### src/rtl/core/point_axis_rotation_macros.svh
// ----------------------------------------------------------------------------
// point_axis_rotation_macros
// assertion macros shared by the point rotation core
// ----------------------------------------------------------------------------
`ifndef POINT_AXIS_ROTATION_MACROS_SVH
`define POINT_AXIS_ROTATION_MACROS_SVH

`ifndef SYNTHESIS

// same-cycle implication
`define PAR_ASSERT_IMPLY(label, clk, rst, ante, cons, msg) \
   label: assert property (@(posedge clk) disable iff (rst) (ante) |-> (cons)) \
      else $error(msg);

// next-cycle implication
`define PAR_ASSERT_NEXT(label, clk, rst, ante, cons, msg) \
   label: assert property (@(posedge clk) disable iff (rst) (ante) |=> (cons)) \
      else $error(msg);

`else

`define PAR_ASSERT_IMPLY(label, clk, rst, ante, cons, msg)
`define PAR_ASSERT_NEXT(label, clk, rst, ante, cons, msg)

`endif

`endif

### src/rtl/core/par_pkg.sv
// ----------------------------------------------------------------------------
// par_pkg
// shared types, codes and the degree sine table of the point rotation core
// ----------------------------------------------------------------------------
package par_pkg;

   localparam int ANGLE_BITS     = 16;
   localparam int SCREEN_BITS    = 13;
   localparam int PIVOT_BITS     = SCREEN_BITS - 1;
   localparam int CSR_INDEX_BITS = 3;
   localparam int CSR_DATA_BITS  = 16;
   localparam int CMD_BITS       = 2;
   localparam int DEG_BITS       = 9;
   localparam int TABLE_IDX_BITS = 7;
   localparam int TABLE_BITS     = 17;
   localparam int TABLE_FRAC     = 16;

   localparam logic [DEG_BITS-1:0] QUARTER_TURN       = 9'd90;
   localparam logic [DEG_BITS-1:0] HALF_TURN          = 9'd180;
   localparam logic [DEG_BITS-1:0] THREE_QUARTER_TURN = 9'd270;
   localparam logic [DEG_BITS-1:0] FULL_TURN          = 9'd360;

   // floor(a / 360) for a <= 32768 as (a * RECIP_360) >> RECIP_SHIFT,
   // one less when a is a nonzero multiple of 360
   localparam logic [15:0] RECIP_360   = 16'd46603;
   localparam int          RECIP_SHIFT = 24;

   localparam logic [SCREEN_BITS-1:0] RESET_SCREEN_WIDTH  = 13'd1024;
   localparam logic [SCREEN_BITS-1:0] RESET_SCREEN_HEIGHT = 13'd768;

   typedef enum logic [CMD_BITS-1:0] {
      CMD_ABOUT_X = 2'd0,
      CMD_ABOUT_Y = 2'd1,
      CMD_ABOUT_Z = 2'd2,
      CMD_PASS    = 2'd3
   } cmd_type;

   typedef enum logic [CSR_INDEX_BITS-1:0] {
      CSR_ANGLE_X  = 3'd0,
      CSR_ANGLE_Y  = 3'd1,
      CSR_ANGLE_Z  = 3'd2,
      CSR_SCREEN_W = 3'd3,
      CSR_SCREEN_H = 3'd4
   } csr_index_type;

   typedef struct packed {
      logic signed [ANGLE_BITS-1:0] angle_x;
      logic signed [ANGLE_BITS-1:0] angle_y;
      logic signed [ANGLE_BITS-1:0] angle_z;
      logic [SCREEN_BITS-1:0]       width;
      logic [SCREEN_BITS-1:0]       height;
   } cfg_type;

   typedef struct packed {
      logic [TABLE_IDX_BITS-1:0] idx;
      logic                      neg;
   } trig_fold_type;

   // sin(d) for d = 0..90, Q1.16
   localparam logic [TABLE_BITS-1:0] SIN_Q16 [91] = '{
      17'd0,     17'd1144,  17'd2287,  17'd3430,  17'd4572,  17'd5712,  17'd6850,
      17'd7987,  17'd9121,  17'd10252, 17'd11380, 17'd12505, 17'd13626, 17'd14742,
      17'd15855, 17'd16962, 17'd18064, 17'd19161, 17'd20252, 17'd21336, 17'd22415,
      17'd23486, 17'd24550, 17'd25607, 17'd26656, 17'd27697, 17'd28729, 17'd29753,
      17'd30767, 17'd31772, 17'd32768, 17'd33754, 17'd34729, 17'd35693, 17'd36647,
      17'd37590, 17'd38521, 17'd39441, 17'd40348, 17'd41243, 17'd42126, 17'd42995,
      17'd43852, 17'd44695, 17'd45525, 17'd46341, 17'd47143, 17'd47930, 17'd48703,
      17'd49461, 17'd50203, 17'd50931, 17'd51643, 17'd52339, 17'd53020, 17'd53684,
      17'd54332, 17'd54963, 17'd55578, 17'd56175, 17'd56756, 17'd57319, 17'd57865,
      17'd58393, 17'd58903, 17'd59396, 17'd59870, 17'd60326, 17'd60764, 17'd61183,
      17'd61584, 17'd61966, 17'd62328, 17'd62672, 17'd62997, 17'd63303, 17'd63589,
      17'd63856, 17'd64104, 17'd64332, 17'd64540, 17'd64729, 17'd64898, 17'd65048,
      17'd65177, 17'd65287, 17'd65376, 17'd65446, 17'd65496, 17'd65526, 17'd65536
   };

   function automatic logic [TABLE_BITS-1:0] sin_entry(logic [TABLE_IDX_BITS-1:0] idx);
      logic [TABLE_BITS-1:0] v;
      v = '0;
      if (idx <= TABLE_IDX_BITS'(QUARTER_TURN)) begin
         v = SIN_Q16[idx];
      end
      return v;
   endfunction

   // map a degree 0..359 onto the quarter-wave table and a sign
   function automatic trig_fold_type fold_angle(logic [DEG_BITS-1:0] deg);
      trig_fold_type f;
      if (deg <= QUARTER_TURN) begin
         f.idx = deg[TABLE_IDX_BITS-1:0];
         f.neg = 1'b0;
      end else if (deg <= HALF_TURN) begin
         f.idx = TABLE_IDX_BITS'(HALF_TURN - deg);
         f.neg = 1'b0;
      end else if (deg <= THREE_QUARTER_TURN) begin
         f.idx = TABLE_IDX_BITS'(deg - HALF_TURN);
         f.neg = 1'b1;
      end else begin
         f.idx = TABLE_IDX_BITS'(FULL_TURN - deg);
         f.neg = 1'b1;
      end
      return f;
   endfunction

endpackage

### src/rtl/core/par_front.sv
// ----------------------------------------------------------------------------
// par_front
// accepts points, picks the axis operands, reduces the angle and looks up
// sine and cosine; hands one operation per point to the back end queue
// ----------------------------------------------------------------------------
`include "point_axis_rotation_macros.svh"

module par_front import par_pkg::*; #(
   parameter int COORD_BITS     = 16,
   parameter int TRIG_FRAC_BITS = 16
) (
   input  logic                         clock,
   input  logic                         reset,
   input  cfg_type                      cfg,
   input  logic                         req_push,
   input  logic [CMD_BITS-1:0]          req_cmd,
   input  logic signed [COORD_BITS-1:0] req_coord_x,
   input  logic signed [COORD_BITS-1:0] req_coord_y,
   input  logic signed [COORD_BITS-1:0] req_coord_z,
   output logic                         req_full,
   output logic                         q_push,
   output logic [2*CMD_BITS/2+3*COORD_BITS+2*PIVOT_BITS
                 +2*(((COORD_BITS > SCREEN_BITS) ? COORD_BITS : SCREEN_BITS)+1)
                 +2*(TRIG_FRAC_BITS+2)-1:0] q_data,
   input  logic                         q_full
);

   localparam int DW     = ((COORD_BITS > SCREEN_BITS) ? COORD_BITS : SCREEN_BITS) + 1;
   localparam int TW     = TRIG_FRAC_BITS + 2;
   localparam int SH_DN  = (TRIG_FRAC_BITS <= TABLE_FRAC) ? TABLE_FRAC - TRIG_FRAC_BITS : 0;
   localparam int SH_UP  = (TRIG_FRAC_BITS > TABLE_FRAC) ? TRIG_FRAC_BITS - TABLE_FRAC : 0;
   localparam int ROUND  = (1 << SH_DN) >> 1;
   localparam int SCL_W  = TABLE_BITS + 9;
   localparam int Q_BITS = 8;

   typedef struct packed {
      cmd_type                      cmd;
      logic signed [COORD_BITS-1:0] x;
      logic signed [COORD_BITS-1:0] y;
      logic signed [COORD_BITS-1:0] z;
      logic [PIVOT_BITS-1:0]        pa;
      logic [PIVOT_BITS-1:0]        pb;
      logic signed [DW-1:0]         da;
      logic signed [DW-1:0]         db;
   } carry_type;

   typedef struct packed {
      carry_type            carry;
      logic signed [TW-1:0] s;
      logic signed [TW-1:0] c;
   } op_type;

   function automatic logic signed [TW-1:0] trig_value(trig_fold_type f);
      logic [SCL_W-1:0] t;
      logic [TW-1:0]    m;
      t = (SCL_W'(sin_entry(f.idx)) + SCL_W'(ROUND)) >> SH_DN;
      t = t << SH_UP;
      m = {1'b0, t[TRIG_FRAC_BITS:0]};
      return f.neg ? -$signed(m) : $signed(m);
   endfunction

   logic en;
   logic accept;

   // stage 1: operand select and reciprocal multiply
   logic                         f1_valid_ff;
   carry_type                    f1_carry_ff, f1_carry_in;
   logic [ANGLE_BITS-1:0]        f1_mag_ff, f1_mag_in;
   logic                         f1_neg_ff, f1_neg_in;
   logic [Q_BITS-1:0]            f1_q_ff, f1_q_in;
   logic signed [ANGLE_BITS-1:0] angle_sel;
   logic signed [COORD_BITS-1:0] a_sel, b_sel;
   logic [PIVOT_BITS-1:0]        px, py;
   logic [31:0]                  recip_prod;

   // stage 2: remainder and degree
   logic                  f2_valid_ff;
   carry_type             f2_carry_ff;
   logic [DEG_BITS-1:0]   f2_deg_ff, f2_deg_in;
   logic [ANGLE_BITS-1:0] rem_raw;
   logic [DEG_BITS-1:0]   rem_fix;

   // table lookup into the queue
   logic [DEG_BITS:0]   cos_sum;
   logic [DEG_BITS-1:0] cos_deg;
   op_type              op_in;

   assign en       = !f2_valid_ff || !q_full;
   assign req_full = !en;
   assign accept   = req_push && en;

   assign px = cfg.width[SCREEN_BITS-1:1];
   assign py = cfg.height[SCREEN_BITS-1:1];

   always_comb begin
      f1_carry_in.cmd = cmd_type'(req_cmd);
      f1_carry_in.x   = req_coord_x;
      f1_carry_in.y   = req_coord_y;
      f1_carry_in.z   = req_coord_z;
      unique case (cmd_type'(req_cmd))
         CMD_ABOUT_X: begin
            angle_sel = cfg.angle_x;
            a_sel = req_coord_y;
            b_sel = req_coord_z;
            f1_carry_in.pa = py;
            f1_carry_in.pb = '0;
         end
         CMD_ABOUT_Y: begin
            angle_sel = cfg.angle_y;
            a_sel = req_coord_z;
            b_sel = req_coord_x;
            f1_carry_in.pa = '0;
            f1_carry_in.pb = px;
         end
         CMD_ABOUT_Z: begin
            angle_sel = cfg.angle_z;
            a_sel = req_coord_x;
            b_sel = req_coord_y;
            f1_carry_in.pa = px;
            f1_carry_in.pb = py;
         end
         CMD_PASS: begin
            angle_sel = cfg.angle_x;
            a_sel = req_coord_x;
            b_sel = req_coord_y;
            f1_carry_in.pa = '0;
            f1_carry_in.pb = '0;
         end
         default: begin
            angle_sel = cfg.angle_x;
            a_sel = req_coord_x;
            b_sel = req_coord_y;
            f1_carry_in.pa = '0;
            f1_carry_in.pb = '0;
         end
      endcase
      f1_carry_in.da = DW'(a_sel) - $signed(DW'(f1_carry_in.pa));
      f1_carry_in.db = DW'(b_sel) - $signed(DW'(f1_carry_in.pb));
      f1_neg_in  = angle_sel[ANGLE_BITS-1];
      f1_mag_in  = f1_neg_in ? (~angle_sel + ANGLE_BITS'(1)) : angle_sel;
      recip_prod = 32'(f1_mag_in) * 32'(RECIP_360);
      f1_q_in    = recip_prod[RECIP_SHIFT +: Q_BITS];
   end

   // truncating remainder, negative side folded back into 0..359
   always_comb begin
      rem_raw = f1_mag_ff - ANGLE_BITS'(f1_q_ff) * ANGLE_BITS'(FULL_TURN);
      if (rem_raw >= ANGLE_BITS'(FULL_TURN)) begin
         rem_fix = DEG_BITS'(rem_raw - ANGLE_BITS'(FULL_TURN));
      end else begin
         rem_fix = rem_raw[DEG_BITS-1:0];
      end
      f2_deg_in = (f1_neg_ff && (rem_fix != '0)) ? FULL_TURN - rem_fix : rem_fix;
   end

   always_comb begin
      cos_sum = {1'b0, f2_deg_ff} + (DEG_BITS+1)'(QUARTER_TURN);
      if (cos_sum >= (DEG_BITS+1)'(FULL_TURN)) begin
         cos_deg = DEG_BITS'(cos_sum - (DEG_BITS+1)'(FULL_TURN));
      end else begin
         cos_deg = cos_sum[DEG_BITS-1:0];
      end
      op_in.carry = f2_carry_ff;
      op_in.s     = trig_value(fold_angle(f2_deg_ff));
      op_in.c     = trig_value(fold_angle(cos_deg));
   end

   assign q_push = f2_valid_ff && !q_full;
   assign q_data = op_in;

   always_ff @(posedge clock) begin
      if (reset) begin
         f1_valid_ff <= 1'b0;
         f2_valid_ff <= 1'b0;
      end else if (en) begin
         f1_valid_ff <= accept;
         f2_valid_ff <= f1_valid_ff;
      end
   end

   always_ff @(posedge clock) begin
      if (en) begin
         f1_carry_ff <= f1_carry_in;
         f1_mag_ff   <= f1_mag_in;
         f1_neg_ff   <= f1_neg_in;
         f1_q_ff     <= f1_q_in;
         f2_carry_ff <= f1_carry_ff;
         f2_deg_ff   <= f2_deg_in;
      end
   end

   `PAR_ASSERT_NEXT(a_front_stall_holds, clock, reset, req_full,
      f2_valid_ff && $stable(f2_deg_ff), "front stage moved while stalled")
   `PAR_ASSERT_IMPLY(a_front_deg_range, clock, reset, f2_valid_ff,
      f2_deg_ff < FULL_TURN, "reduced angle out of range")

endmodule

### config.mk
export PLATFORM = sky130hd
export DESIGN_NAME = par_front
export DESIGN_NICKNAME = d
export VERILOG_FILES = /design/src/rtl/core/par_pkg.sv /design/src/rtl/core/par_front.sv
export VERILOG_INCLUDE_DIRS = /design/src /design/src/rtl/core
export SDC_FILE = /design/constraint.sdc
export NUM_CORES = 1
export LEC_CHECK = 0
export BUFFER_PORTS_ARGS = -buffer_cell sky130_fd_sc_hd__buf_2
export CAP_MARGIN = 20
export CELL_PAD_IN_SITES_DETAIL_PLACEMENT = 1
export CELL_PAD_IN_SITES_GLOBAL_PLACEMENT = 1
export CORE_MARGIN = 2
export CORE_UTILIZATION = 45
export CTS_CLUSTER_SIZE = 25
export DETAILED_ROUTE_END_ITERATION = 6
export HOLD_SLACK_MARGIN = 0.1
export PLACE_DENSITY_LB_ADDON = 0.05
export SLEW_MARGIN = 20
export SYNTH_ARGS = -nofsm -noshare
export SYNTH_HDL_FRONTEND = slang
export SYNTH_SLANG_ARGS = --single-unit
### constraint.sdc
create_clock -name clock -period 13.6 [get_ports clock]
set_input_delay 1.36 -clock clock [delete_from_list [all_inputs] [get_ports clock]]
set_output_delay 1.36 -clock clock [all_outputs]
set_load 0.01 [all_outputs]
==> flow_summary.toml <==
[outcome]
status = "completed"

[route]
firstDrtPassIters = 7
wl_um = 74700
viasPerCell = 6.09
wire_per_inst_um = 22.7
drcViolationCount = 0
drtIter0Drc = 1503
ant_nets = 0
vias = 20100

[timing]
tightest_slew_ns = 1.08
maxSlewViolCount = 0
fmax_mhz = 93.3
period_share = 0.788
timing.hold.ws_ns = 0.416
period_needed_ns = 10.71
rsz0062_at_grt = "false"
finalHoldViolCount = 0
finalSetupViolCount = 0
relSlewSlack = 0.274
skew_ns = 0.0111
tns_ns = 0

[yosys]
netlist_top_cells_count = "250 x edfxtp_1, 249 x inv_1, 211 x ha_1"
synth_edf_count = 250
synthCells = 2411
syn_area_um2 = 22800
synthDistinctLibCells = 96
synth_seq_cells = 252
yosysSeqAreaShare = 0.330
ys.flop_type = "edfxtp_1"
synth_fp_nets = 2830
postSynthAreaPerCell_um2 = 9.48
yosysTopAreaCell = "edfxtp_1"
async_flop_share = 0
yosysWarnings = 0
ys_top_cells_by_area = "edfxtp_1 33%, ha_1 12%, fa_1 7.0%"
synth.top_cell.area_share = 0.329
yosysMostFrequentCell = "edfxtp_1"

[critical_path]
r2r_start = "f1_q_ff[0]"
crit_top_cell = "ha_1"
crit_fanout = 22
required_ns = 12.24
crit_type = "flip-flop to output port"
slowest_delay_ns = 0.74
critical_path.endpoint_type = "output port"
startpoint = "f2_deg_ff[1]"
path_buf_inv = 6
critPathTopFamily = "compound AO/OA/AOI/OAI gates"
crit_arrival_ns = 9.35
start_kind = "flip-flop"
slowest_stage = "edfxtp_1"

[die]
io_pins = 274
core_um2 = 50200
initial_utilization = 0.455
fp.dieW_um = 229
die-area_um2 = 52600
rows = 82
fp.dieH_um = 229

[placed_design]
place_congestion = 0.914
hpwl_um = 55800
portBuffers = 271

[clocking]
cts_setup_buffers = 0
insertion_delay_ns = 0.56
htreeDepth = 1
cts_resized = 0
cts_tree = "yes"
numCtsBuffers = 27
ctsHoldBuffers = 0
clk_path_buf_depth = 3
clk_pin_slew_ns = 0.06
clock-sinks = 252
root_buffer = "clkbuf_16"

[hold_path]
hold_path_class = "flip-flop to flip-flop"
hold_start = "f1_carry_ff[91]"

[global_routing]
grt_pass1_wl_um = 118000
grt_pass1_vias = 20900
grt_max_degree = 193
grt_usage = 0.279
antenna_found_initial = 9
gr-total-overflow = 0

[cells_and_area]
layout-drive-gt1-share = 0.159
area_growth_syn_to_layout_pct = 11.9
fin_nets = 3016

[flow_run]
cap_viol_max_count = 0
==> area by class of cell <==
cell class | count | area [um2]
Clock buffer | 32 | 694
Clock inverter | 15 | 116
Timing Repair Buffer | 305 | 1620
Multi-Input combinational cell | 1756 | 13800
Antenna cell | 6 | 15.0
Fill cell | 5797 | 24600
Sequential cell | 252 | 7550
Inverter | 255 | 957
Tap cell | 672 | 841
==> per-stage QoR <==
| stage | cells | setup slack, ns | utilization | instance area [um2] |
|---|---|---|---|---|
| finish | 3293 | 2.89 | 0.510 | 25600 |
| global route | 3293 | 2.45 | 0.510 | 25600 |
| CTS | 3287 | 3.05 | 0.509 | 25600 |
| detailed placement | 3240 | 3.22 | 0.493 | 24700 |
| global placement | 3240 | 3.47 | 0.493 | 24700 |
| floorplan | 2411 | 4.48 | - | 22800 |
==> cell usage in the layout (no fill, tap or decap), drive strengths merged, types with 12 or more instances in the layout <==
cell type and instances:
o311ai 13, mux2i 30, fa 80, a2111oi 14, or3 17, a22oi 74
o31ai 25, o211ai 28, a211oi 30, a21boi 12, o221ai 14, or2 18
a311oi 15, o21bai 15, and3 13, a21o 29, ha 211, nor2b 14
nor4 13, nand2 180, xor2 31, nor2 149, nand2b 12, edfxtp 250
nand3 54, clkinv 14, clkbuf 32, mux4 14, inv 254, a31oi 31
o21ai 148, nor3 53, a211o 13, xnor2 88, a21oi 132, nand4 19
and2 16, buf 305
==> cells by family (layout without fill, tap and decap cells) <==
| family | Yosys count | count (layout) | share of synthesized area |
|---|---|---|---|
| AO/OA/AOI/OAI | 717 | 717 | 0.219 |
| XOR/XNOR | 119 | 119 | 0.0456 |
| adder cells (fa/ha/maj) | 292 | 292 | 0.186 |
| buffers and inverters | 403 | 607 | 0.0686 |
| flip-flops | 252 | 252 | 0.330 |
| multiplexers | 49 | 49 | 0.0296 |
| other | 0 | 6 | 0 |
| AND/OR/NAND/NOR | 579 | 579 | 0.121 |
==> registers in the layout, indices dropped and copies added, names as in the netlist <==
signal	flops
q_data	108
f2_deg_ff	9
f1_q_ff	8
f1_valid_ff	1
f2_valid_ff	1
f1_mag_ff	16
f1_carry_ff	108
f1_neg_ff	1
==> worst paths after layout <==
path / cells past startpoint / to / slack, ns
worst max-delay path: 25 / q_data[13] / 2.89
worst min register to register: 0 / q_data[127] / 0.42
worst min-delay path: 0 / q_data[127] / 0.42
worst max register to register: 20 / f2_deg_ff[1] / 7.32
==> routing by layer <==
metal,track usage,vias to the layer above,wire length [um]
met5,0,-,37
met4,0.0946,6,2210
met3,0.0366,133,4130
met2,0.479,596,36800
met1,0.362,10000,31500
li1,-,9277,-
==> worst reg2reg max path, stage by stage (launching register included) <==
cell and delay, ns:
edfxtp_1 0.52, ha_1 0.39, ha_1 0.30, inv_1 0.05, fa_1 0.50, inv_1 0.07, fa_1 0.56, inv_1 0.06
ha_1 0.30, a21oi_1 0.21, o21ai_0 0.11, a21oi_1 0.25, o21ai_0 0.16, a2111oi_0 0.48, nor3_1 0.15, xnor2_1 0.47
o31ai_1 0.15, xnor2_1 0.38, nand4_1 0.25, o21ai_0 0.30, mux2_2 0.36
Power is left out: the tool's default activity adds up to more than one toggle a clock period on the data nets, which glitch-free logic cannot reach.
