==> src/rtl/core/point_axis_rotation_macros.svh <==
// ----------------------------------------------------------------------------
// point_axis_rotation_macros
// assertion macros shared by the point rotation core
// ----------------------------------------------------------------------------
`ifndef POINT_AXIS_ROTATION_MACROS_SVH
`define POINT_AXIS_ROTATION_MACROS_SVH

`ifndef SYNTHESIS

// same-cycle implication
`define PAR_ASSERT_IMPLY(label, clk, rst, ante, cons, msg) \
   label: assert property (@(posedge clk) disable iff (rst) (ante) |-> (cons)) \
      else $error(msg);

// next-cycle implication
`define PAR_ASSERT_NEXT(label, clk, rst, ante, cons, msg) \
   label: assert property (@(posedge clk) disable iff (rst) (ante) |=> (cons)) \
      else $error(msg);

`else

`define PAR_ASSERT_IMPLY(label, clk, rst, ante, cons, msg)
`define PAR_ASSERT_NEXT(label, clk, rst, ante, cons, msg)

`endif

`endif

==> src/rtl/core/par_pkg.sv <==
// ----------------------------------------------------------------------------
// par_pkg
// shared types, codes and the degree sine table of the point rotation core
// ----------------------------------------------------------------------------
package par_pkg;

   localparam int ANGLE_BITS     = 16;
   localparam int SCREEN_BITS    = 13;
   localparam int PIVOT_BITS     = SCREEN_BITS - 1;
   localparam int CSR_INDEX_BITS = 3;
   localparam int CSR_DATA_BITS  = 16;
   localparam int CMD_BITS       = 2;
   localparam int DEG_BITS       = 9;
   localparam int TABLE_IDX_BITS = 7;
   localparam int TABLE_BITS     = 17;
   localparam int TABLE_FRAC     = 16;

   localparam logic [DEG_BITS-1:0] QUARTER_TURN       = 9'd90;
   localparam logic [DEG_BITS-1:0] HALF_TURN          = 9'd180;
   localparam logic [DEG_BITS-1:0] THREE_QUARTER_TURN = 9'd270;
   localparam logic [DEG_BITS-1:0] FULL_TURN          = 9'd360;

   // floor(a / 360) for a <= 32768 as (a * RECIP_360) >> RECIP_SHIFT,
   // one less when a is a nonzero multiple of 360
   localparam logic [15:0] RECIP_360   = 16'd46603;
   localparam int          RECIP_SHIFT = 24;

   localparam logic [SCREEN_BITS-1:0] RESET_SCREEN_WIDTH  = 13'd1024;
   localparam logic [SCREEN_BITS-1:0] RESET_SCREEN_HEIGHT = 13'd768;

   typedef enum logic [CMD_BITS-1:0] {
      CMD_ABOUT_X = 2'd0,
      CMD_ABOUT_Y = 2'd1,
      CMD_ABOUT_Z = 2'd2,
      CMD_PASS    = 2'd3
   } cmd_type;

   typedef enum logic [CSR_INDEX_BITS-1:0] {
      CSR_ANGLE_X  = 3'd0,
      CSR_ANGLE_Y  = 3'd1,
      CSR_ANGLE_Z  = 3'd2,
      CSR_SCREEN_W = 3'd3,
      CSR_SCREEN_H = 3'd4
   } csr_index_type;

   typedef struct packed {
      logic signed [ANGLE_BITS-1:0] angle_x;
      logic signed [ANGLE_BITS-1:0] angle_y;
      logic signed [ANGLE_BITS-1:0] angle_z;
      logic [SCREEN_BITS-1:0]       width;
      logic [SCREEN_BITS-1:0]       height;
   } cfg_type;

   typedef struct packed {
      logic [TABLE_IDX_BITS-1:0] idx;
      logic                      neg;
   } trig_fold_type;

   // sin(d) for d = 0..90, Q1.16
   localparam logic [TABLE_BITS-1:0] SIN_Q16 [91] = '{
      17'd0,     17'd1144,  17'd2287,  17'd3430,  17'd4572,  17'd5712,  17'd6850,
      17'd7987,  17'd9121,  17'd10252, 17'd11380, 17'd12505, 17'd13626, 17'd14742,
      17'd15855, 17'd16962, 17'd18064, 17'd19161, 17'd20252, 17'd21336, 17'd22415,
      17'd23486, 17'd24550, 17'd25607, 17'd26656, 17'd27697, 17'd28729, 17'd29753,
      17'd30767, 17'd31772, 17'd32768, 17'd33754, 17'd34729, 17'd35693, 17'd36647,
      17'd37590, 17'd38521, 17'd39441, 17'd40348, 17'd41243, 17'd42126, 17'd42995,
      17'd43852, 17'd44695, 17'd45525, 17'd46341, 17'd47143, 17'd47930, 17'd48703,
      17'd49461, 17'd50203, 17'd50931, 17'd51643, 17'd52339, 17'd53020, 17'd53684,
      17'd54332, 17'd54963, 17'd55578, 17'd56175, 17'd56756, 17'd57319, 17'd57865,
      17'd58393, 17'd58903, 17'd59396, 17'd59870, 17'd60326, 17'd60764, 17'd61183,
      17'd61584, 17'd61966, 17'd62328, 17'd62672, 17'd62997, 17'd63303, 17'd63589,
      17'd63856, 17'd64104, 17'd64332, 17'd64540, 17'd64729, 17'd64898, 17'd65048,
      17'd65177, 17'd65287, 17'd65376, 17'd65446, 17'd65496, 17'd65526, 17'd65536
   };

   function automatic logic [TABLE_BITS-1:0] sin_entry(logic [TABLE_IDX_BITS-1:0] idx);
      logic [TABLE_BITS-1:0] v;
      v = '0;
      if (idx <= TABLE_IDX_BITS'(QUARTER_TURN)) begin
         v = SIN_Q16[idx];
      end
      return v;
   endfunction

   // map a degree 0..359 onto the quarter-wave table and a sign
   function automatic trig_fold_type fold_angle(logic [DEG_BITS-1:0] deg);
      trig_fold_type f;
      if (deg <= QUARTER_TURN) begin
         f.idx = deg[TABLE_IDX_BITS-1:0];
         f.neg = 1'b0;
      end else if (deg <= HALF_TURN) begin
         f.idx = TABLE_IDX_BITS'(HALF_TURN - deg);
         f.neg = 1'b0;
      end else if (deg <= THREE_QUARTER_TURN) begin
         f.idx = TABLE_IDX_BITS'(deg - HALF_TURN);
         f.neg = 1'b1;
      end else begin
         f.idx = TABLE_IDX_BITS'(FULL_TURN - deg);
         f.neg = 1'b1;
      end
      return f;
   endfunction

endpackage

==> src/rtl/core/par_back.sv <==
// ----------------------------------------------------------------------------
// par_back
// takes queued operations, forms the rotation products and sums, truncates
// toward zero, saturates and writes the point into the result queue
// ----------------------------------------------------------------------------
`include "point_axis_rotation_macros.svh"

module par_back import par_pkg::*; #(
   parameter int COORD_BITS     = 16,
   parameter int TRIG_FRAC_BITS = 16
) (
   input  logic                    clock,
   input  logic                    reset,
   output logic                    q_pop,
   input  logic [2*CMD_BITS/2+3*COORD_BITS+2*PIVOT_BITS
                 +2*(((COORD_BITS > SCREEN_BITS) ? COORD_BITS : SCREEN_BITS)+1)
                 +2*(TRIG_FRAC_BITS+2)-1:0] q_data,
   input  logic                    q_empty,
   output logic                    out_push,
   output logic [3*COORD_BITS-1:0] out_data,
   input  logic                    out_full
);

   localparam int DW = ((COORD_BITS > SCREEN_BITS) ? COORD_BITS : SCREEN_BITS) + 1;
   localparam int TW = TRIG_FRAC_BITS + 2;
   localparam int PW = DW + TW;
   localparam int SW = PW + 2;

   localparam logic signed [SW-1:0] SAT_MAX =
      $signed({{(SW-COORD_BITS+1){1'b0}}, {(COORD_BITS-1){1'b1}}});
   localparam logic signed [SW-1:0] SAT_MIN =
      $signed({{(SW-COORD_BITS+1){1'b1}}, {(COORD_BITS-1){1'b0}}});

   typedef struct packed {
      cmd_type                      cmd;
      logic signed [COORD_BITS-1:0] x;
      logic signed [COORD_BITS-1:0] y;
      logic signed [COORD_BITS-1:0] z;
      logic [PIVOT_BITS-1:0]        pa;
      logic [PIVOT_BITS-1:0]        pb;
      logic signed [DW-1:0]         da;
      logic signed [DW-1:0]         db;
      logic signed [TW-1:0]         s;
      logic signed [TW-1:0]         c;
   } op_type;

   // divide by 2^frac truncating toward zero, then clamp
   function automatic logic signed [COORD_BITS-1:0] finish(logic signed [SW-1:0] sum);
      logic signed [SW-1:0] q;
      q = sum >>> TRIG_FRAC_BITS;
      if (sum[SW-1] && (|sum[TRIG_FRAC_BITS-1:0])) begin
         q = q + SW'(1);
      end
      if (q > SAT_MAX) begin
         q = SAT_MAX;
      end else if (q < SAT_MIN) begin
         q = SAT_MIN;
      end
      return q[COORD_BITS-1:0];
   endfunction

   op_type op;
   logic   en;

   // stage 1: products
   logic                         b1_valid_ff;
   cmd_type                      b1_cmd_ff;
   logic signed [COORD_BITS-1:0] b1_x_ff, b1_y_ff, b1_z_ff;
   logic [PIVOT_BITS-1:0]        b1_pa_ff, b1_pb_ff;
   logic signed [PW-1:0]         b1_pac_ff, b1_pac_in;
   logic signed [PW-1:0]         b1_pbs_ff, b1_pbs_in;
   logic signed [PW-1:0]         b1_pas_ff, b1_pas_in;
   logic signed [PW-1:0]         b1_pbc_ff, b1_pbc_in;

   // stage 2: sums
   logic                         b2_valid_ff;
   cmd_type                      b2_cmd_ff;
   logic signed [COORD_BITS-1:0] b2_x_ff, b2_y_ff, b2_z_ff;
   logic signed [SW-1:0]         b2_sa_ff, b2_sa_in;
   logic signed [SW-1:0]         b2_sb_ff, b2_sb_in;
   logic signed [SW-1:0]         pa_scaled, pb_scaled;

   logic signed [COORD_BITS-1:0] fa, fb;
   logic signed [COORD_BITS-1:0] rot_x, rot_y, rot_z;

   assign op    = q_data;
   assign en    = !b2_valid_ff || !out_full;
   assign q_pop = en && !q_empty;

   assign b1_pac_in = PW'(op.da) * PW'(op.c);
   assign b1_pbs_in = PW'(op.db) * PW'(op.s);
   assign b1_pas_in = PW'(op.da) * PW'(op.s);
   assign b1_pbc_in = PW'(op.db) * PW'(op.c);

   // pivot moved back in at full fraction scale before truncation
   assign pa_scaled = $signed(SW'({b1_pa_ff, {TRIG_FRAC_BITS{1'b0}}}));
   assign pb_scaled = $signed(SW'({b1_pb_ff, {TRIG_FRAC_BITS{1'b0}}}));
   assign b2_sa_in  = SW'(b1_pac_ff) - SW'(b1_pbs_ff) + pa_scaled;
   assign b2_sb_in  = SW'(b1_pas_ff) + SW'(b1_pbc_ff) + pb_scaled;

   assign fa = finish(b2_sa_ff);
   assign fb = finish(b2_sb_ff);

   always_comb begin
      unique case (b2_cmd_ff)
         CMD_ABOUT_X: begin
            rot_x = b2_x_ff;
            rot_y = fa;
            rot_z = fb;
         end
         CMD_ABOUT_Y: begin
            rot_x = fb;
            rot_y = b2_y_ff;
            rot_z = fa;
         end
         CMD_ABOUT_Z: begin
            rot_x = fa;
            rot_y = fb;
            rot_z = b2_z_ff;
         end
         CMD_PASS: begin
            rot_x = b2_x_ff;
            rot_y = b2_y_ff;
            rot_z = b2_z_ff;
         end
         default: begin
            rot_x = b2_x_ff;
            rot_y = b2_y_ff;
            rot_z = b2_z_ff;
         end
      endcase
   end

   assign out_push = b2_valid_ff && !out_full;
   assign out_data = {rot_x, rot_y, rot_z};

   always_ff @(posedge clock) begin
      if (reset) begin
         b1_valid_ff <= 1'b0;
         b2_valid_ff <= 1'b0;
      end else if (en) begin
         b1_valid_ff <= !q_empty;
         b2_valid_ff <= b1_valid_ff;
      end
   end

   always_ff @(posedge clock) begin
      if (en) begin
         b1_cmd_ff <= op.cmd;
         b1_x_ff   <= op.x;
         b1_y_ff   <= op.y;
         b1_z_ff   <= op.z;
         b1_pa_ff  <= op.pa;
         b1_pb_ff  <= op.pb;
         b1_pac_ff <= b1_pac_in;
         b1_pbs_ff <= b1_pbs_in;
         b1_pas_ff <= b1_pas_in;
         b1_pbc_ff <= b1_pbc_in;
         b2_cmd_ff <= b1_cmd_ff;
         b2_x_ff   <= b1_x_ff;
         b2_y_ff   <= b1_y_ff;
         b2_z_ff   <= b1_z_ff;
         b2_sa_ff  <= b2_sa_in;
         b2_sb_ff  <= b2_sb_in;
      end
   end

   `PAR_ASSERT_NEXT(a_back_stall_holds, clock, reset, b2_valid_ff && out_full,
      b2_valid_ff && $stable(b2_sa_ff) && $stable(b2_sb_ff), "back stage moved while stalled")

endmodule

==> config.mk <==
export PLATFORM = sky130hd
export DESIGN_NAME = par_back
export DESIGN_NICKNAME = d
export VERILOG_FILES = /design/src/rtl/core/par_pkg.sv /design/src/rtl/core/par_back.sv
export VERILOG_INCLUDE_DIRS = /design/src /design/src/rtl/core
export SDC_FILE = /design/constraint.sdc
export NUM_CORES = 2
export LEC_CHECK = 0
export BUFFER_PORTS_ARGS = -buffer_cell sky130_fd_sc_hd__buf_2
export CAP_MARGIN = 20
export CELL_PAD_IN_SITES_DETAIL_PLACEMENT = 2
export CELL_PAD_IN_SITES_GLOBAL_PLACEMENT = 2
export CORE_MARGIN = 4
export CORE_UTILIZATION = 43
export DETAILED_ROUTE_END_ITERATION = 6
export PLACE_DENSITY_LB_ADDON = 0.1
export SYNTH_ARGS = -nofsm -noshare
export SYNTH_HDL_FRONTEND = slang
export SYNTH_SLANG_ARGS = --single-unit
==> constraint.sdc <==
create_clock -name clock -period 11.4 [get_ports clock]
set_input_delay 0.57 -clock clock [delete_from_list [all_inputs] [get_ports clock]]
set_output_delay 0.57 -clock clock [all_outputs]
set_load 0.01 [all_outputs]
==> summary.md <==
| Metric | Value |
|---|---|
| DRC Markers | 0 |
| CTS root buf | clkbuf_16 |
| Maxcap violations | 0 |
| Cell count after synthesis | 6,283 |
| Crit start category | primary input |
| TritonCTS clock tree | yes |
| Post-synthesis sequential area ratio | 16.3% |
| Post_cts resized | 0 |
| Kind of critical path | primary input to flop |
| RSZ-0062 raised after global routing | no |
| FFs w/ async S/R, synth | 0% |
| Global-route wire length before repair | 317 mm |
| CP max FO | 18 |
| Post-synth top cells | inv_1 (1,361), fa_1 (1,270), nand2_1 (659), and2_1 (610), ha_1 (470) |
| Total grt overflow | 0 |
| Final period util | 67.7% |
| Num CTS Buffers | 46 |
| Area occupied by registers | about 10,000 um^2 |
| DRT iter0 DRCs | ~2.4k |
| Synthesized area | 62,500 um^2 |
| # port buffers | 197 |
| Routed wire length per instance | 24.5 um |
| Fin crit period | 7.72 ns |
| WP data required | 11.87 ns |
| Hold Path End | b1_pa_ff[6] |
| Pin count of the biggest net entering global routing | roughly 140 |
| Flops & latches, synth | 340 |
| Worst r2r src | b1_pac_ff[2] |
| Fin. max-slew vios | 0 |
| Total GRT Usage | around 27% |
| Ys Warns | 0 |
| Initial core utilization | a little over two fifths |
| Setup crit end kind | flop |
| Worst-Margin Slew | between 1 and 1.5 ns |
| Post-synth EDFFs | 338 |
| Vias in the first global route | 52.5k |
| HP Class | primary input to flop |
| Vias post-DR | roughly 45k |
| Initial antenna violation count | 21 |
| Core area | 144,000 um^2 |
| Antenna Nets Post-Route | 0 |
| Synth area leaders | fa_1 (41%), edfxtp_1 (16%), ha_1 (9.4%) |
| Ports | 198 |
| CTS Buffer Depth | 3 |
| Post-CTS Repair Setup Buffers | 0 |
| Worst skew pair latency | 0.65 ns |
| Share of post-route cells with drive strength above 1 | 5.88% |
| Reg2reg path depth | 11 |
| Slew HR | between 20% and 30% |
| Fmax | 130 MHz |
| Hold Buf Count CTS | 0 |
| Cell variety after synth | 86 |
| Hold Crit Start | q_data[88] |
| WHS Path Cells | 1 |
| Clock skew | 0.0177 ns |
| Leading area contributor after synthesis | fa_1 |
| Gpl congestion | just over 0.8 |
| Die span in x | around 390 um |
| Post-Syn Nets | 8,171 |
| Via/cell ratio | 5.39 |
| R2R setup slack | 6.48 ns |
| Fillers | 15.2k |
| Most common cell in the netlist | inv_1 |
| Total Nets Final | between 8k and 9k |
| Most common flop cell mapped by yosys | edfxtp_1 |
| Sink Count | 340 |
| Worst R2R End | b2_sa_ff[36] |
| Die Ht | 389 um |
| Outcome | finished, final reports clean |
| DRT Pass-1 Iters | 5 |
| Final setup fails | 0 |
| Critical Path AT | 8.19 ns |
| Reg clk slew, reported paths | approximately 0.060 ns |
| Mean Syn Cell Area | between 9 and 10 um^2 |
| Area growth, synth to finish | 7.03% |
| Synth top area share | 40.7% |
| # H-tree levels | 2 |
| DPL Wire Length | 161 mm |
| Die ar. | 151,000 um^2 |
| Multi-input gate area | between 40,000 and 50,000 um^2 |
| Row count | 139 |
| Setup tns final | 0 ns |
| Final WL | 203 mm |
| Hold Fails Final Rpt | 0 |
==> state kept, by name, indices dropped and copies added (netlist names), 16 cells and up <==
signal / cells
b1_pbs_ff: 35
b2_sa_ff: 37
b2_y_ff: 16
b1_x_ff: 16
b1_z_ff: 16
b2_x_ff: 16
b1_pbc_ff: 35
b1_pac_ff: 35
b2_sb_ff: 37
b1_pas_ff: 35
b1_y_ff: 16
b2_z_ff: 16
==> cell families (layout without fill, tap and decap cells) <==
group           Yosys count  in the layout  synth area share, %
fa+ha+maj              1740           1740                 50.1
simple gates           1718           1718                 13.8
buf+inv                1627           1708                 9.81
compound gates          624            624                 6.68
flops                   340            340                 16.3
xor+xnor                225            225                 3.15
mux                       9              9                0.150
other cells               0              6                    0
==> final cells by class <==
class	instances	share of cell area, %
inverters	1363	7.65
well taps	1903	3.56
repair buffers	265	2.30
diodes	6	0.0225
multi-input cells	4316	69.0
clock buffers	59	1.79
clock inverters	21	0.391
flip-flops and latches	340	15.2
==> worst max path at each step <==
stage,endpoint,slack [ns],cells past startpoint,start
floorplan,b1_cmd_ff[0],2.81,1,out_full
global placement,b1_pac_ff[34],2.91,22,q_data[12]
detailed placement,b1_pac_ff[34],3.07,23,q_data[12]
CTS,b1_pac_ff[34],3.76,23,q_data[12]
global route,b1_pac_ff[34],3.17,23,q_data[12]
finish,b1_pac_ff[34],3.68,23,q_data[12]
==> cells in the final DEF (no fill, tap or decap), types with 12 or more instances in the layout <==
| cell type | synthesis | final |
|---|---|---|
| clkbuf_16 | 0 | 47 |
| xor2_1 | 60 | 60 |
| and3_1 | 18 | 18 |
| or3_1 | 12 | 12 |
| nand3_1 | 57 | 57 |
| o21bai_1 | 19 | 19 |
| xnor2_1 | 165 | 165 |
| a21oi_1 | 166 | 166 |
| nor2b_1 | 23 | 23 |
| fa_1 | 1270 | 1270 |
| o21ai_0 | 85 | 85 |
| o21ai_1 | 39 | 39 |
| o21a_1 | 40 | 40 |
| nand4_1 | 25 | 25 |
| nor3_1 | 35 | 35 |
| a31oi_1 | 25 | 25 |
| a22oi_1 | 26 | 26 |
| nand2b_1 | 41 | 41 |
| a21o_1 | 73 | 73 |
| nand2_1 | 659 | 658 |
| buf_4 | 0 | 61 |
| edfxtp_1 | 338 | 338 |
| inv_1 | 1361 | 1361 |
| buf_2 | 4 | 199 |
| a211oi_1 | 24 | 24 |
| and2_1 | 610 | 610 |
| ha_1 | 470 | 469 |
| a221oi_1 | 12 | 12 |
| nor2_1 | 192 | 192 |
| clkbuf_1 | 257 | 13 |
==> per-layer routing <==
layer / global-route usage [%] / vias to the layer above / share of wire [%]
li1: - / 19400 / -
met1: 37.2 / 24200 / 44
met2: 48.0 / 828 / 50
met3: 2.65 / 176 / 3.9
met4: 5.64 / 10 / 2.3
met5: 0 / - / 0.028
==> critical path: stages <==
cell       delay (ns)
buf_2            0.48
buf_4            0.39
nand2_1          0.12
fa_1             0.53
fa_1             0.52
fa_1             0.53
inv_1            0.06
fa_1             0.51
fa_1             0.50
inv_1            0.05
fa_1             0.48
inv_1            0.04
ha_1             0.37
a21oi_1          0.26
nor2b_1          0.07
a2111oi_0        0.44
nor2_1           0.17
o211ai_2         0.38
a211oi_1         0.20
o41ai_1          0.54
mux2i_1          0.16
a2111oi_0        0.54
buf_1            0.25
==> metrics by stage <==
stage / std cells / hold WS [ns] / worst slack, ns / util [%] / cell area (um^2)
floorplan: 6283 / 0.400 / 2.81 / - / 62500
global placement: 8181 / 0.401 / 2.91 / 45.4 / 65300
detailed placement: 8183 / 0.407 / 3.07 / 45.4 / 65300
CTS: 8263 / 0.0551 / 3.76 / 46.4 / 66800
global route: 8268 / 0.0547 / 3.17 / 46.4 / 66900
finish: 8273 / 0.0924 / 3.68 / 46.4 / 66900
Power is left out: the tool's default activity adds up to more than one toggle a clock period on the data nets, which glitch-free logic cannot reach.
