<file path="config.mk">
export PLATFORM = sky130hd
export DESIGN_NAME = par_fifo
export DESIGN_NICKNAME = d
export VERILOG_FILES = /design/src/rtl/core/par_pkg.sv /design/src/rtl/core/par_fifo.sv
export VERILOG_INCLUDE_DIRS = /design/src /design/src/rtl/core
export SDC_FILE = /design/constraint.sdc
export NUM_CORES = 1
export LEC_CHECK = 0
export CORE_MARGIN = 5
export CORE_UTILIZATION = 36
export CTS_CLUSTER_SIZE = 30
export DETAILED_ROUTE_END_ITERATION = 8
export DONT_BUFFER_PORTS = 1
export GPL_TIMING_DRIVEN = 0
export SLEW_MARGIN = 15
export SYNTH_ARGS = -nofsm -noshare
export SYNTH_HDL_FRONTEND = slang
export SYNTH_SLANG_ARGS = --single-unit
</file>
<file path="constraint.sdc">
create_clock -name clock -period 4.6 [get_ports clock]
set_clock_uncertainty 0.05 [all_clocks]
set_input_delay 0.92 -clock clock [delete_from_list [all_inputs] [get_ports clock]]
set_output_delay 0.92 -clock clock [all_outputs]
set_load 0.005 [all_outputs]
</file>
<file path="src/rtl/core/point_axis_rotation_macros.svh">
// ----------------------------------------------------------------------------
// point_axis_rotation_macros
// assertion macros shared by the point rotation core
// ----------------------------------------------------------------------------
`ifndef POINT_AXIS_ROTATION_MACROS_SVH
`define POINT_AXIS_ROTATION_MACROS_SVH

`ifndef SYNTHESIS

// same-cycle implication
`define PAR_ASSERT_IMPLY(label, clk, rst, ante, cons, msg) \
   label: assert property (@(posedge clk) disable iff (rst) (ante) |-> (cons)) \
      else $error(msg);

// next-cycle implication
`define PAR_ASSERT_NEXT(label, clk, rst, ante, cons, msg) \
   label: assert property (@(posedge clk) disable iff (rst) (ante) |=> (cons)) \
      else $error(msg);

`else

`define PAR_ASSERT_IMPLY(label, clk, rst, ante, cons, msg)
`define PAR_ASSERT_NEXT(label, clk, rst, ante, cons, msg)

`endif

`endif

</file>
<file path="src/rtl/core/par_pkg.sv">
// ----------------------------------------------------------------------------
// par_pkg
// shared types, codes and the degree sine table of the point rotation core
// ----------------------------------------------------------------------------
package par_pkg;

   localparam int ANGLE_BITS     = 16;
   localparam int SCREEN_BITS    = 13;
   localparam int PIVOT_BITS     = SCREEN_BITS - 1;
   localparam int CSR_INDEX_BITS = 3;
   localparam int CSR_DATA_BITS  = 16;
   localparam int CMD_BITS       = 2;
   localparam int DEG_BITS       = 9;
   localparam int TABLE_IDX_BITS = 7;
   localparam int TABLE_BITS     = 17;
   localparam int TABLE_FRAC     = 16;

   localparam logic [DEG_BITS-1:0] QUARTER_TURN       = 9'd90;
   localparam logic [DEG_BITS-1:0] HALF_TURN          = 9'd180;
   localparam logic [DEG_BITS-1:0] THREE_QUARTER_TURN = 9'd270;
   localparam logic [DEG_BITS-1:0] FULL_TURN          = 9'd360;

   // floor(a / 360) for a <= 32768 as (a * RECIP_360) >> RECIP_SHIFT,
   // one less when a is a nonzero multiple of 360
   localparam logic [15:0] RECIP_360   = 16'd46603;
   localparam int          RECIP_SHIFT = 24;

   localparam logic [SCREEN_BITS-1:0] RESET_SCREEN_WIDTH  = 13'd1024;
   localparam logic [SCREEN_BITS-1:0] RESET_SCREEN_HEIGHT = 13'd768;

   typedef enum logic [CMD_BITS-1:0] {
      CMD_ABOUT_X = 2'd0,
      CMD_ABOUT_Y = 2'd1,
      CMD_ABOUT_Z = 2'd2,
      CMD_PASS    = 2'd3
   } cmd_type;

   typedef enum logic [CSR_INDEX_BITS-1:0] {
      CSR_ANGLE_X  = 3'd0,
      CSR_ANGLE_Y  = 3'd1,
      CSR_ANGLE_Z  = 3'd2,
      CSR_SCREEN_W = 3'd3,
      CSR_SCREEN_H = 3'd4
   } csr_index_type;

   typedef struct packed {
      logic signed [ANGLE_BITS-1:0] angle_x;
      logic signed [ANGLE_BITS-1:0] angle_y;
      logic signed [ANGLE_BITS-1:0] angle_z;
      logic [SCREEN_BITS-1:0]       width;
      logic [SCREEN_BITS-1:0]       height;
   } cfg_type;

   typedef struct packed {
      logic [TABLE_IDX_BITS-1:0] idx;
      logic                      neg;
   } trig_fold_type;

   // sin(d) for d = 0..90, Q1.16
   localparam logic [TABLE_BITS-1:0] SIN_Q16 [91] = '{
      17'd0,     17'd1144,  17'd2287,  17'd3430,  17'd4572,  17'd5712,  17'd6850,
      17'd7987,  17'd9121,  17'd10252, 17'd11380, 17'd12505, 17'd13626, 17'd14742,
      17'd15855, 17'd16962, 17'd18064, 17'd19161, 17'd20252, 17'd21336, 17'd22415,
      17'd23486, 17'd24550, 17'd25607, 17'd26656, 17'd27697, 17'd28729, 17'd29753,
      17'd30767, 17'd31772, 17'd32768, 17'd33754, 17'd34729, 17'd35693, 17'd36647,
      17'd37590, 17'd38521, 17'd39441, 17'd40348, 17'd41243, 17'd42126, 17'd42995,
      17'd43852, 17'd44695, 17'd45525, 17'd46341, 17'd47143, 17'd47930, 17'd48703,
      17'd49461, 17'd50203, 17'd50931, 17'd51643, 17'd52339, 17'd53020, 17'd53684,
      17'd54332, 17'd54963, 17'd55578, 17'd56175, 17'd56756, 17'd57319, 17'd57865,
      17'd58393, 17'd58903, 17'd59396, 17'd59870, 17'd60326, 17'd60764, 17'd61183,
      17'd61584, 17'd61966, 17'd62328, 17'd62672, 17'd62997, 17'd63303, 17'd63589,
      17'd63856, 17'd64104, 17'd64332, 17'd64540, 17'd64729, 17'd64898, 17'd65048,
      17'd65177, 17'd65287, 17'd65376, 17'd65446, 17'd65496, 17'd65526, 17'd65536
   };

   function automatic logic [TABLE_BITS-1:0] sin_entry(logic [TABLE_IDX_BITS-1:0] idx);
      logic [TABLE_BITS-1:0] v;
      v = '0;
      if (idx <= TABLE_IDX_BITS'(QUARTER_TURN)) begin
         v = SIN_Q16[idx];
      end
      return v;
   endfunction

   // map a degree 0..359 onto the quarter-wave table and a sign
   function automatic trig_fold_type fold_angle(logic [DEG_BITS-1:0] deg);
      trig_fold_type f;
      if (deg <= QUARTER_TURN) begin
         f.idx = deg[TABLE_IDX_BITS-1:0];
         f.neg = 1'b0;
      end else if (deg <= HALF_TURN) begin
         f.idx = TABLE_IDX_BITS'(HALF_TURN - deg);
         f.neg = 1'b0;
      end else if (deg <= THREE_QUARTER_TURN) begin
         f.idx = TABLE_IDX_BITS'(deg - HALF_TURN);
         f.neg = 1'b1;
      end else begin
         f.idx = TABLE_IDX_BITS'(FULL_TURN - deg);
         f.neg = 1'b1;
      end
      return f;
   endfunction

endpackage

</file>
<file path="src/rtl/core/par_fifo.sv">
// ----------------------------------------------------------------------------
// par_fifo
// small register queue with count based full and empty flags
// ----------------------------------------------------------------------------
`include "point_axis_rotation_macros.svh"

module par_fifo import par_pkg::*; #(
   parameter int WIDTH = 8,
   parameter int DEPTH = 4
) (
   input  logic             clock,
   input  logic             reset,
   input  logic             push,
   input  logic [WIDTH-1:0] push_data,
   output logic             full,
   input  logic             pop,
   output logic [WIDTH-1:0] pop_data,
   output logic             empty
);

   localparam int PTR_BITS = (DEPTH > 2) ? $clog2(DEPTH) : 1;
   localparam int CNT_BITS = $clog2(DEPTH + 1);
   localparam logic [PTR_BITS-1:0] LAST_PTR = PTR_BITS'(DEPTH - 1);

   logic [WIDTH-1:0]    mem_ff [DEPTH];
   logic [PTR_BITS-1:0] wr_ptr_ff, wr_ptr_in;
   logic [PTR_BITS-1:0] rd_ptr_ff, rd_ptr_in;
   logic [CNT_BITS-1:0] count_ff, count_in;

   assign full     = (count_ff == CNT_BITS'(DEPTH));
   assign empty    = (count_ff == '0);
   assign pop_data = mem_ff[rd_ptr_ff];

   always_comb begin
      wr_ptr_in = wr_ptr_ff;
      rd_ptr_in = rd_ptr_ff;
      count_in  = count_ff;
      if (push) begin
         wr_ptr_in = (wr_ptr_ff == LAST_PTR) ? '0 : wr_ptr_ff + PTR_BITS'(1);
      end
      if (pop) begin
         rd_ptr_in = (rd_ptr_ff == LAST_PTR) ? '0 : rd_ptr_ff + PTR_BITS'(1);
      end
      if (push && !pop) begin
         count_in = count_ff + CNT_BITS'(1);
      end else if (pop && !push) begin
         count_in = count_ff - CNT_BITS'(1);
      end
   end

   always_ff @(posedge clock) begin
      if (reset) begin
         wr_ptr_ff <= '0;
         rd_ptr_ff <= '0;
         count_ff  <= '0;
      end else begin
         wr_ptr_ff <= wr_ptr_in;
         rd_ptr_ff <= rd_ptr_in;
         count_ff  <= count_in;
      end
   end

   always_ff @(posedge clock) begin
      if (push) begin
         mem_ff[wr_ptr_ff] <= push_data;
      end
   end

   `PAR_ASSERT_IMPLY(a_fifo_no_overflow, clock, reset, push, !full, "push into full queue")
   `PAR_ASSERT_IMPLY(a_fifo_no_underflow, clock, reset, pop, !empty, "pop from empty queue")

endmodule

</file>
==> summary.md, run 1 <==
| Metric | Value |
|---|---|
| Arrival @ worst endpoint | `1.33 ns` |
| Leak pwr | `0.613 nW` |
| H-tree depth | `2` |
| CTS tree | `done` |
| Maximum buffer depth of the clock tree | `2` |
| Pre-Repair DR Iteration Count | `4` |
| Vias in the first global route | `804` |
| Skew-Pair Late Insertion Delay | `0.29 ns` |
| Die height | `76.6 um` |
| Total Die Area | `0.00587 mm2` |
| Tot Pwr | `0.767 mW` |
| Hold Path Origin | `count_ff[2]` |
| Sw Ratio | `0.202` |
| Sum Neg Setup Slack | `0 ns` |
| # Post-CTS Setup Buffers | `0` |
| Finish-stage setup viols | `0` |
| Iter 0 DRT Violations | `26` |
| P_sw | `0.155 mW` |
| Worst Path Required | `3.63 ns` |
| Max_cap viols | `0` |
| Remaining Overflow, GRT | `0` |
| Synth Register Bits | `41` |
| Cells after Synth | `86` |
| Hold Fails Final Rpt | `0` |
| Post-CTS sizing | `0` |
| Vias | `710` |
| # hold bufs at CTS | `0` |
| Top cells by area, synth | `edfxtp_1 60%, dfxtp_1 11%, mux4_2 11%` |
| Pin count of the biggest net entering global routing | `13` |
| Fin crit period | `2.30 ns` |
| Slew @ Worst Pin | `0.445 ns` |
| Worst vdd ir | `0.000167 V` |
| Pwr Density | `434 mW/mm2` |
| I/O Pins | `22` |
| YS warnings | `0` |
| Post-DP HPWL | `1.78 mm` |
| Reg2Reg Setup Slack | `3.06 ns` |
| Highest clock rate | `0.435 GHz` |
| Top cell type by total area after synthesis | `edfxtp_1` |
| Final GP Congestion | `0.604` |
| RR Startpoint | `count_ff[0]` |
| Fin util | `0.409` |
| Synth Net Count | `105` |
| Sequential fraction of the synthesis area | `0.714` |
| Fin nets | `112` |
| Post-route clock period utilization | `0.499` |
| Synth Cell Area | `0.00160 mm2` |
| Startpoint types | `flop` |
| Clock transition at the registers of the reported paths | `0.07 ns` |
| Status | `finished clean` |
| CTS sink cnt | `41` |
| Remaining antenna violation count | `0` |
| WL per Instance | `17.0 um` |
| Clk pwr share | `0.354` |
| Root buf cell | `clkbuf_8` |
| Total Wirelength | `2.49 mm` |
| Internal | `0.613 mW` |
| Average size of a mapped cell | `18.6 um2` |
| Comb pwr share | `0.082` |
| Area share of the largest cell type after synthesis | `0.601` |
| Slew Viols, Final | `0` |
| Num rows | `24` |
| Routed vias/inst | `4.86` |
| Initial antenna violation count | `0` |
| Gr usage total | `0.0967` |
| I/O Buffers | `0` |
| Seq pwr share | `0.564` |
| CP endpoint kind | `primary output` |
| Maximum fanout along the worst path | `8` |
| RSZ-0062 raised after global routing | `no` |
| Core Footprint | `0.00432 mm2` |
| Initial Utilization | `0.370` |
| Die Span X | `76.6 um` |
| Final hold slack | `0.464 ns` |
| First-pass GRT wire length | `4.15 mm` |
| Area added between synthesis and finish | `10.7%` |
| Setup CP Type | `reg -> out` |
| Worst Hold Class | `reg -> reg` |
| Share of cells above drive strength 1 | `0.170` |
| Netlist cell types | `17` |
| Diodes inserted | `0` |
| Num CTS Buffers | `5` |
| Rel. slew slack | `0.703` |
| DRC violations left | `0` |
## routing by layer
layer	routed length, um	track usage
met5	0	0
met3	264	0.0603
met1	923	0.0965
met4	27	0.0577
met2	1270	0.152
## state kept, by name, summed over array words and instances (netlist names), named ones only
| signal | flops |
|---|---|
| rd_ptr_ff | 2 |
| mem_ff | 32 |
| wr_ptr_ff | 2 |
| count_ff | 3 |
## cell usage after synthesis
cell and instances:
edfxtp_1 32, dfxtp_1 9, mux4_2 8, nor2_1 7
ha_1 6, and2_1 4, inv_1 4, mux2i_1 4
a21oi_1 2, nor3b_1 2, xor2_1 2, buf_6 1
clkbuf_2 1, fa_1 1, nor3_1 1, o21ai_0 1
or3_1 1
## placed cells by master (no fill, tap or decap), types with 2 or more instances in the layout
| cell type | count |
|---|---|
| edfxtp_1 | 32 |
| dfxtp_1 | 9 |
| mux4_2 | 8 |
| nor2_1 | 7 |
| ha_1 | 6 |
| clkbuf_8 | 5 |
| inv_1 | 4 |
| and2_1 | 4 |
| mux2i_1 | 4 |
| nor3b_1 | 2 |
| xor2_1 | 2 |
| a21oi_1 | 2 |
## cells by family after synthesis
kind of cell / count (synthesis) / share of synthesized area
muxes: 12 / 0.138
AOI/OAI and AO/OA: 3 / 0.00939
adders and majority gates: 7 / 0.0595
xor gates and xnor gates: 2 / 0.0110
and+or+nand+nor: 15 / 0.0485
buffers and inverters: 6 / 0.0196
DFF: 41 / 0.714
## stage by stage
stage               worst slack [ns]  std cells  cell area (um2)
floorplan                       2.37         86             1600
global route                    2.22        146             1770
detailed placement              2.27        138             1660
global placement                2.31        138             1660
CTS                             2.27        146             1770
finish                          2.30        146             1770
## cell type report
cell class | instances | area (um2)
fill | 415 | 2550
sequential | 41 | 1140
multi-input combinational | 39 | 425
clock buffer | 6 | 72.6
tap | 52 | 65.1
clock inverter | 2 | 33.8
buffer | 2 | 16.3
inverter | 4 | 15.0
## critical path: stages, from the launching register on
cell	delay, ns
dfxtp_1	0.33
buf_6	0.16
mux4_2	0.54
## final timing paths
path              depth (start not counted)     endpoint
setup reg to reg                          4  count_ff[2]
hold / removal                            2  count_ff[2]
setup / recovery                          2  pop_data[5]
hold reg to reg                           2  count_ff[2]
## power groups by stage
stage / combinational (mW) / sequential, mW / clock (mW)
after floorplan: 0.0523 / 0.438 / 0
after global placement: 0.0629 / 0.439 / 0
after detailed placement: 0.0652 / 0.441 / 0
after CTS: 0.0655 / 0.433 / 0.279
after global routing: 0.0718 / 0.436 / 0.300
final: 0.0628 / 0.433 / 0.272
Note: power is estimated with default switching activity, not from simulation.
==> inputs of run 2 (changes only) <==
clock period = 1.8 ns   (was 4.6 ns; I/O delays follow)
==> run 2 against run 1 <==
- flip-flop and latch count did not move
- die area is the same
- highest routed layer unchanged
- register-to-register slack worse by 2.8 ns
- combinational power grew to 2.6 times the previous value
- sequential power grew to 2.6 times the previous value
- power rose to 2.6 times the previous value
- via count shrank 0.70%
==> summary.md, run 2 (same netlist as run 1, synthesis figures left out) <==
| Metric | Value |
|---|---|
| WL met2 | `1.24 mm` |
| Most frequent cells in the layout | `32 x edfxtp_1, 8 x mux4_2, 8 x dfxtp_1, 7 x nor2_1, 6 x ha_1` |
| Worst vdd ir | `0.000427 V` |
| First-pass GRT wire length | `4.15 mm` |
| WHS Endpoint | `count_ff[0]` |
| CTS sink cnt | `41` |
| Hold Path Origin | `reset` |
| CP endpoint kind | `primary output` |
| RR Startpoint | `count_ff[0]` |
| CP max stage cell | `mux4_2` |
| Final GP Congestion | `0.604` |
| Sum Neg Setup Slack | `0 ns` |
| Skew-Pair Late Insertion Delay | `0.29 ns` |
| RSZ-0062 raised after global routing | `no` |
| Iter 0 DRT Violations | `27` |
| Largest stage delay on the critical path | `0.54 ns` |
| Finish-stage setup viols | `0` |
| Initial Utilization | `0.370` |
| CTS tree | `done` |
| Slew Viols, Final | `0` |
| Worst Hold Class | `in -> reg` |
| Biggest regs | `mem_ff: 32 flops, count_ff: 3 flops` |
| Worst R2R End | `count_ff[2]` |
| Met3 wire length | `246 um` |
| Maximum fanout along the worst path | `8` |
| # Post-CTS Setup Buffers | `0` |
| Largest register FFs | `32` |
| Top reg by flops | `mem_ff` |
| Clock transition at the registers of the reported paths | `0.07 ns` |
| Pre-Repair DR Iteration Count | `4` |
| Pwr Density | `1110 mW/mm2` |
| Area added between synthesis and finish | `11.0%` |
| Total Wirelength | `2.48 mm` |
| Commonest non-fill, non-tap cell in the layout | `edfxtp_1` |
| Maximum buffer depth of the clock tree | `2` |
| Routed vias/inst | `4.83` |
| Rel. slew slack | `0.708` |
| Reg2Reg Setup Slack | `0.26 ns` |
| Leak pwr | `0.615 nW` |
| Remaining antenna violation count | `0` |
| Vias in the first global route | `804` |
| Slew @ Worst Pin | `0.438 ns` |
| Final cell count without fillers | `146` |
| Setup CP Type | `reg -> out` |
| Cells along the critical path | `buf_8, mux4_2` |
| Remaining Overflow, GRT | `0` |
| H-tree depth | `2` |
| Worst Path Required | `1.39 ns` |
| Num CTS Buffers | `5` |
| DR top layer | `met4` |
| Fin crit period | `1.71 ns` |
| Hold depth | `1` |
| Pin count of the biggest net entering global routing | `13` |
| Gr usage total | `0.0967` |
| Highest clock rate | `0.584 GHz` |
| DRC violations left | `0` |
| Startpoint types | `flop` |
| Metal-1 WL | `935 um` |
| Hold Fails Final Rpt | `0` |
| Share of cells above drive strength 1 | `0.181` |
| Status | `finished clean` |
| Total Die Area | `0.00587 mm2` |
| Placed cells | `138` |
| Initial antenna violation count | `0` |
| Num rows | `24` |
| Final hold slack | `0.0824 ns` |
| Diodes inserted | `0` |
| Arrival @ worst endpoint | `1.30 ns` |
| I/O Pins | `22` |
| Vias | `705` |
| Fin nets | `112` |
| Post-route clock period utilization | `0.952` |
| Root buf cell | `clkbuf_8` |
| Tot Pwr | `1.96 mW` |
| WL per Instance | `17.0 um` |
| Post-DP HPWL | `1.78 mm` |
| I/O Buffers | `0` |
| Max_cap viols | `0` |
| Core Footprint | `0.00432 mm2` |
| Worst r2r path cells | `4` |
| Die Span X | `76.6 um` |
| Die height | `76.6 um` |
[run 2: changes by cell type in the layout (fill, tap and decap cells not counted)]
cell / previous run / this run
buf_8: 0 / 1
dfxtp_2: 0 / 1
dfxtp_1: 9 / 8
buf_6: 1 / 0
[run 2: what timing repair did]
action,in CTS,in global routing
gates resized for setup,0,2
setup endpoints to repair,0,6
hold buffers,0,0
[run 2: power by group]
| group | leakage, nW | internal [mW] | switching [mW] | total [mW] |
|---|---|---|---|---|
| combinational | 0.193 | 0.0809 | 0.0807 | 0.162 |
| clock | 0.0528 | 0.409 | 0.285 | 0.694 |
| sequential | 0.369 | 1.08 | 0.0288 | 1.11 |
| total | 0.615 | 1.57 | 0.395 | 1.96 |
[run 2: worst max path at each step]
stage | start | to | slack [ns] | depth (start not counted)
after global placement | pop | count_ff[2] | 0.07 | 7
after floorplan | pop | count_ff[2] | 0.13 | 7
after detailed placement | pop | count_ff[2] | 0.03 | 7
after global routing | flop | pop_data[5] | 0.02 | 2
after CTS | flop | pop_data[4] | 0.03 | 2
final | flop | pop_data[5] | 0.09 | 2
[run 2: area by class of cell]
class	count	area (um2)
flip-flops and latches	41	1140
plain buffers	2	20.0
inverters	4	15.0
fillers	417	2550
clock buffers	6	72.6
well taps	52	65.1
clock inverters	2	33.8
multi-input cells	39	425
[run 2: critical path, delay by kind of cell (launching register included)]
| kind | cells | cell delay (ns) |
|---|---|---|
| buffers and inverters | 1 | 0.14 |
| flip-flops | 1 | 0.33 |
| multiplexers | 1 | 0.54 |
[run 2: through the flow]
step / worst slack [ns] / area, um2 / util
after CTS: 0.0256 / 1770 / 0.409
final: 0.0869 / 1770 / 0.410
after detailed placement: 0.0328 / 1660 / 0.385
after floorplan: 0.128 / 1600 / -
after global placement: 0.0666 / 1660 / 0.385
after global routing: 0.0192 / 1770 / 0.410
[run 2: metal layers]
metal / vias to the layer above / global-route usage
li1: 339 / -
met1: 335 / 0.0965
met2: 24 / 0.152
met3: 7 / 0.0603
met4: 0 / 0.0577
met5: - / 0
==> inputs of run 3 (changes only) <==
CAP_MARGIN = 20   (was unset)
RECOVER_POWER = 50   (was unset)
==> run 3 against run 2 <==
- worst setup slack got worse by 0.0022 ns
- non-clock buffer count stayed put
- core utilization is the same
- via count up 0.85%
- maximum frequency fell by 0.13%
- combinational power barely moved
- worst hold slack better by 0.00076 ns
- routed wire length about the same
- die area is the same
- sequential power about the same
==> summary.md, run 3 (same netlist as run 1, synthesis figures left out) <==
| Metric | Value |
|---|---|
| Fill cell total of the finished layout | `417` |
| Cells along the critical path | `buf_8, mux4_2` |
| CP endpoint kind | `primary output` |
| Worst Hold Class | `in -> reg` |
| I/O Pins | `22` |
| Largest register FFs | `32` |
| Core Footprint | `0.00432 mm2` |
| Iter 0 DRT Violations | `27` |
| Most frequent cells in the layout | `32 x edfxtp_1, 8 x mux4_2, 8 x dfxtp_1, 7 x nor2_1, 6 x ha_1` |
| Root buf cell | `clkbuf_8` |
| Initial Utilization | `0.370` |
| Fin nets | `112` |
| Gr usage total | `0.0967` |
| WL per Instance | `17.0 um` |
| CP top delay family | `multiplexers` |
| RSZ-0062 raised after global routing | `no` |
| CP max stage cell | `mux4_2` |
| # Post-CTS Setup Buffers | `0` |
| Maximum buffer depth of the clock tree | `2` |
| Pin count of the biggest net entering global routing | `13` |
| Post-DP HPWL | `1.78 mm` |
| Slew @ Worst Pin | `0.599 ns` |
| H-tree depth | `2` |
| Crit path buf inv count | `1` |
| Biggest regs | `mem_ff: 32 flops, count_ff: 3 flops` |
| Num rows | `24` |
| Setup CP Type | `reg -> out` |
| Finish-stage setup viols | `0` |
| Skew-Pair Late Insertion Delay | `0.29 ns` |
| First-pass GRT wire length | `4.15 mm` |
| Share of cells above drive strength 1 | `0.181` |
| Sum Neg Setup Slack | `0 ns` |
| # hold bufs at CTS | `0` |
| Remaining Overflow, GRT | `0` |
| DRC violations left | `0` |
| Diodes inserted | `0` |
| Status | `finished clean` |
| Num CTS Buffers | `5` |
| Total Die Area | `0.00587 mm2` |
| Largest stage delay on the critical path | `0.54 ns` |
| Leak pwr | `0.614 nW` |
| Remaining antenna violation count | `0` |
| M3 GR Usage | `0.0603` |
| Total Wirelength | `2.48 mm` |
| Routed vias/inst | `4.87` |
| CTS sink cnt | `41` |
| Fin crit period | `1.72 ns` |
| Slew Viols, Final | `0` |
| Die Span X | `76.6 um` |
| GR peak layer | `met2` |
| Final GP Congestion | `0.604` |
| CTS tree | `done` |
| Commonest non-fill, non-tap cell in the layout | `edfxtp_1` |
| I/O Buffers | `0` |
| Worst vdd ir | `0.000426 V` |
| Initial antenna violation count | `0` |
| Met1 GRT Util | `0.0965` |
| Pre-Repair DR Iteration Count | `4` |
| Max_cap viols | `0` |
| Rel. slew slack | `0.600` |
| Die height | `76.6 um` |
| Post-route clock period utilization | `0.953` |
| Highest clock rate | `0.583 GHz` |
| Arrival @ worst endpoint | `1.31 ns` |
| Clock transition at the registers of the reported paths | `0.07 ns` |
| Vias in the first global route | `804` |
| Tot Pwr | `1.96 mW` |
| Hold Fails Final Rpt | `0` |
| Pwr Density | `1110 mW/mm2` |
| Top reg by flops | `mem_ff` |
| GR met2 Demand/Resource | `0.152` |
| Vias | `711` |
| Startpoint types | `flop` |
| Area added between synthesis and finish | `11.0%` |
| Worst Path Required | `1.39 ns` |
| Maximum fanout along the worst path | `8` |
run 3: cell count changes in the layout (fill, tap and decap cells not counted):
cell,change
and2_1,-1
and2_0,+1
run 3: through the flow:
step / worst slack [ns] / area (um2) / hold WS [ns] / instances / util
2_1_floorplan: 0.128 / 1600 / 0.379 / 86 / -
3_3_place_gp: 0.0666 / 1660 / 0.381 / 138 / 0.385
3_5_place_dp: 0.0328 / 1660 / 0.386 / 138 / 0.385
4_1_cts: 0.0256 / 1770 / 0.0699 / 146 / 0.409
5_1_grt: 0.0192 / 1770 / 0.0599 / 146 / 0.410
6_report: 0.0847 / 1770 / 0.0831 / 146 / 0.410
run 3: worst register-to-register path, cell delays in order (launching register included):
cell	delay (ns)
dfxtp_1	0.36
fa_1	0.45
xor2_1	0.16
or3_1	0.31
a21oi_1	0.15
run 3: what timing repair did:
action                                  in CTS  in global routing
gates resized for setup                      0                  2
endpoints found under the setup margin       0                  6
hold endpoints to repair                     0                  0
run 3: final cells by class:
| class | instances | area, um2 | area share |
|---|---|---|---|
| clock inverter | 2 | 33.8 | 0.0190 |
| sequential | 41 | 1140 | 0.644 |
| inverter | 4 | 15.0 | 0.00846 |
| multi-input combinational | 39 | 425 | 0.240 |
| buffer | 2 | 20.0 | 0.0113 |
| clock buffer | 6 | 72.6 | 0.0409 |
| tap | 52 | 65.1 | 0.0367 |
run 3: final timing paths:
kind / start / end / slack, ns / cells after the start
setup / recovery: flop / pop_data[5] / 0.08 / 2
hold / removal: reset / count_ff[0] / 0.08 / 1
setup reg to reg: count_ff[0] / count_ff[2] / 0.26 / 4
hold reg to reg: count_ff[2] / count_ff[2] / 0.46 / 2
run 3: power by group:
group	switching [mW]	internal, mW
Clock	0.287	0.409
Combinational	0.0810	0.0807
Sequential	0.0289	1.08
Total	0.396	1.57
run 3: routing by layer:
layer | vias to the layer above | share of wire
li1 | 336 | -
met1 | 347 | 0.38
met2 | 24 | 0.50
met3 | 4 | 0.11
met4 | 0 | 0.011
met5 | - | 0
